<file path="src/tcd_ram.sv">
`default_nettype none
module tcd_ram #(
  parameter int WIDTH = 8,
  parameter int DEPTH = 256
) (
  input  wire logic                     clk,
  input  wire logic                     wr_en,
  input  wire logic [$clog2(DEPTH)-1:0] wr_addr,
  input  wire logic [WIDTH-1:0]         wr_data,
  input  wire logic                     rd_en,
  input  wire logic [$clog2(DEPTH)-1:0] rd_addr,
  output logic      [WIDTH-1:0]         rd_data
);

  logic [WIDTH-1:0] mem [DEPTH];

  // Write port and registered read port
  always_ff @(posedge clk) begin
    if (wr_en) begin
      mem[wr_addr] <= wr_data;
    end
    if (rd_en) begin
      rd_data <= mem[rd_addr];
    end
  end

endmodule
`default_nettype wire

</file>
<file path="config.mk">
export PLATFORM = sky130hd
export DESIGN_NAME = tcd_ram
export DESIGN_NICKNAME = d
export VERILOG_FILES = /design/src/tcd_ram.sv
export SDC_FILE = /design/constraint.sdc
export NUM_CORES = 2
export LEC_CHECK = 0
export BUFFER_PORTS_ARGS = -buffer_cell sky130_fd_sc_hd__buf_2
export CAP_MARGIN = 20
export CORE_ASPECT_RATIO = 0.8
export CORE_MARGIN = 2
export CORE_UTILIZATION = 50
export CTS_BUF_LIST = sky130_fd_sc_hd__clkbuf_8
export CTS_CLUSTER_SIZE = 8
export DETAILED_ROUTE_END_ITERATION = 10
export GPL_ROUTABILITY_DRIVEN = 0
export PLACE_DENSITY_LB_ADDON = 0.2
export SLEW_MARGIN = 30
export SYNTH_ARGS = -nofsm -noshare
export SYNTH_HDL_FRONTEND = slang
export SYNTH_SLANG_ARGS = --single-unit
</file>
<file path="constraint.sdc">
create_clock -name clk -period 3.03 [get_ports clk]
set_input_delay 0.909 -clock clk [delete_from_list [all_inputs] [get_ports clk]]
set_output_delay 0.909 -clock clk [all_outputs]
set_load 0.02 [all_outputs]
</file>
==> out/metrics.cfg <==
[power]
ir_worst_vdd_uv = 488
p_per_area_nw_per_um2 = 594
power.leakage_nw = 30.4
p_total_mw = 55.0

[clocking]
cts_sinks = 2056
ctsLongestPathBuffers = 4
hold_buffers = 0
numCtsBuffers = 331
tritoncts = built
postCtsSetupBuffers = 0
cts-root-buf = clkbuf_8
insertion_delay_ns = 1.02
cts_max_level = 5
clk_pin_slew_ns = 0.06

[synth]
synth_seq_area_share = 0.775
yosysUniqueCellTypes = 54
synthCells = 3733
avgSynthCellArea_um2 = 21.3
synth_edf_count = 2056
synth_top_area_share = 0.775
synthTopCellsByArea = edfxtp_1, mux4_2, mux2i_1, nor2_1, a22oi_1
yosysMostFrequentCell = edfxtp_1
yosys.area.top_type = edfxtp_1
async_reset_ff_frac = 0
synthesis.nets = 3760
synth_seq_cells = 2056
netlist_area_um2 = 79600
ys_warn_count = 0
synthTopCellsByCount = edfxtp_1, mux4_2, nor2_1
yosys_most_used_dff = edfxtp_1

[floorplanning]
die_w_um = 450
initial_utilization = 0.505
core_area_um2 = 158000
die_h_um = 361
ios = 35
rows = 130
die-area_um2 = 163000

[hold_path]
hp-class = input port to flop
hold_depth = 1
worstHoldEndpoint = rd_data[7]
worstHoldStart = rd_en

[critical_path]
crit_path_start_kind = input port
cp_common_cell = buf_12
crit_fanout = 15
rrSetupSlack_ns = 0.24
slowest_stage = nor4_1
max_stage_delay_ns = 0.76
ff2ff_path_depth = 6
end_kind = flop
timing.critical_path.buf_inv = 6
rr_endpoint = rd_data[1]
path_cells = buf_8, buf_12, buf_12, buf_12, mux4_2, a22oi_1, buf_4, a21oi_1, nor4_1, buf_4, nor4_1
worstSetupPathType = input port to flop
cp.arrival_ns = 3.79
required_ns = 3.81
r2r-start = mem[86][1]
crit_family = buffers and inverters

[timing]
fmax_mhz = 332
max_slew_margin = 0.400
setup_viol = 0
fin_crit_sh = 0.995
finalMaxSlewViolations = 0
timing_worst_slew_pin_value_ns = 0.891
hold_viol_final = 0
fin_skew_ns = 0.0735
finalSetupTns_ns = 0
rsz0062_at_grt = no
period_minus_slack_ns = 3.01

[detailed_routing]
vias = 41729
dr.pass1.iters = 6
wl_per_cell_um = 29.9
routed_wl_mm = 204
vias_per_cell = 6.11
drcViolationCount = 0
drt_iter0_drc = 5856
ant_nets = 0

[grt]
antenna_found_initial = 15
globalRouteTotalUtil = 0.252
overflow = 0
grt_max_degree = 83
grt_pass1_wl_mm = 295
grt_pass1_vias = 41458

[cells_and_area]
drive_gt1_frac = 0.329
design_area_um2 = 92700
fillers = 11451
area_growth_pct = 16.3
final_nets = 4577
fin_util = 0.588

[place]
dp_hpwl_mm = 132
io_buffers = 34
place_area_um2 = 87400

[run]
cap_violations = 0

[run_status]
status = complete, no violations

[placed cells by master, fill, tap and decap left out, types with 28 or more instances in the layout]
master	instances
edfxtp_1	2056
buf_4	598
mux4_2	454
clkbuf_8	334
nor2_1	279
mux2i_1	134
a22oi_1	133
inv_1	109
a21oi_1	96
buf_12	85
o221ai_1	46
clkinv_1	35
nand2_1	33
nand3_1	31
o22ai_1	28
nor2b_1	28
[worst reg2reg max path, stage by stage (launching register included)]
cell and delay [ns]:
edfxtp_1 0.36, mux4_2 0.49, mux4_2 0.55, nor2b_1 0.19, nor4_1 0.61, buf_4 0.26, nor4_1 0.06
[cell families after synthesis]
kind of cell | after synthesis | synth area share
compound gates | 385 | 0.0342
flops | 2056 | 0.775
simple gates | 466 | 0.0263
buf+inv | 235 | 0.0183
mux | 591 | 0.146
[through the flow]
step | setup slack (ns) | cells | hold WS (ns)
2_1_floorplan | 0.0449 | 3733 | 0.864
3_3_place_gp | -1.31 | 6327 | 1.06
3_5_place_dp | -1.18 | 6329 | 1.10
4_1_cts | 0.0211 | 6823 | 0.208
5_1_grt | 0.0296 | 6830 | 0.239
6_report | 0.0167 | 6830 | 0.301
[report_power, final]
group / total [mW] / internal, mW / switching, mW
combinational: 3.28 / 1.31 / 1.97
clock: 20.3 / 10.1 / 10.2
sequential: 31.4 / 31.4 / 0.0380
[routing by layer]
metal	up-vias	part of all wire	global-route usage
met4	0	0.026	0.0700
met3	346	0.099	0.0586
met5	-	0	0
li1	17318	-	-
met2	2147	0.46	0.375
met1	21918	0.42	0.379
[final cells by class]
cell class	instances	area [µm²]	share of cell area
well taps	2112	2640	0.0285
clock buffers	334	4600	0.0496
clock inverters	160	654	0.00706
multi-input cells	1442	16500	0.178
inverters	2	7.51	0.0000810
flip-flops and latches	2056	61700	0.666
diodes	7	17.5	0.000189
repair buffers	717	6460	0.0697
[sequential cells by signal, summed over array words and instances (netlist names)]
register / cells
mem: 2048
rd_data: 8
[worst max-delay path by stage]
| stage | from | endpoint | slack [ns] | cells after the start |
|---|---|---|---|---|
| 2_1_floorplan | rd_addr[0] | rd_data[2] | 0.04 | 9 |
| 3_3_place_gp | rd_addr[0] | rd_data[4] | -1.31 | 10 |
| 3_5_place_dp | rd_addr[0] | rd_data[5] | -1.18 | 11 |
| 4_1_cts | rd_addr[0] | rd_data[5] | 0.02 | 11 |
| 5_1_grt | rd_addr[0] | rd_data[1] | 0.03 | 8 |
| 6_report | rd_addr[0] | rd_data[7] | 0.02 | 11 |
[what timing repair did]
item                       in CTS  in global routing
setup endpoints to repair       2                  1
gates cloned                    0                  0
resized for setup               2                  1
pin swaps                       0                  0
Power figures use the tool's default switching activity.
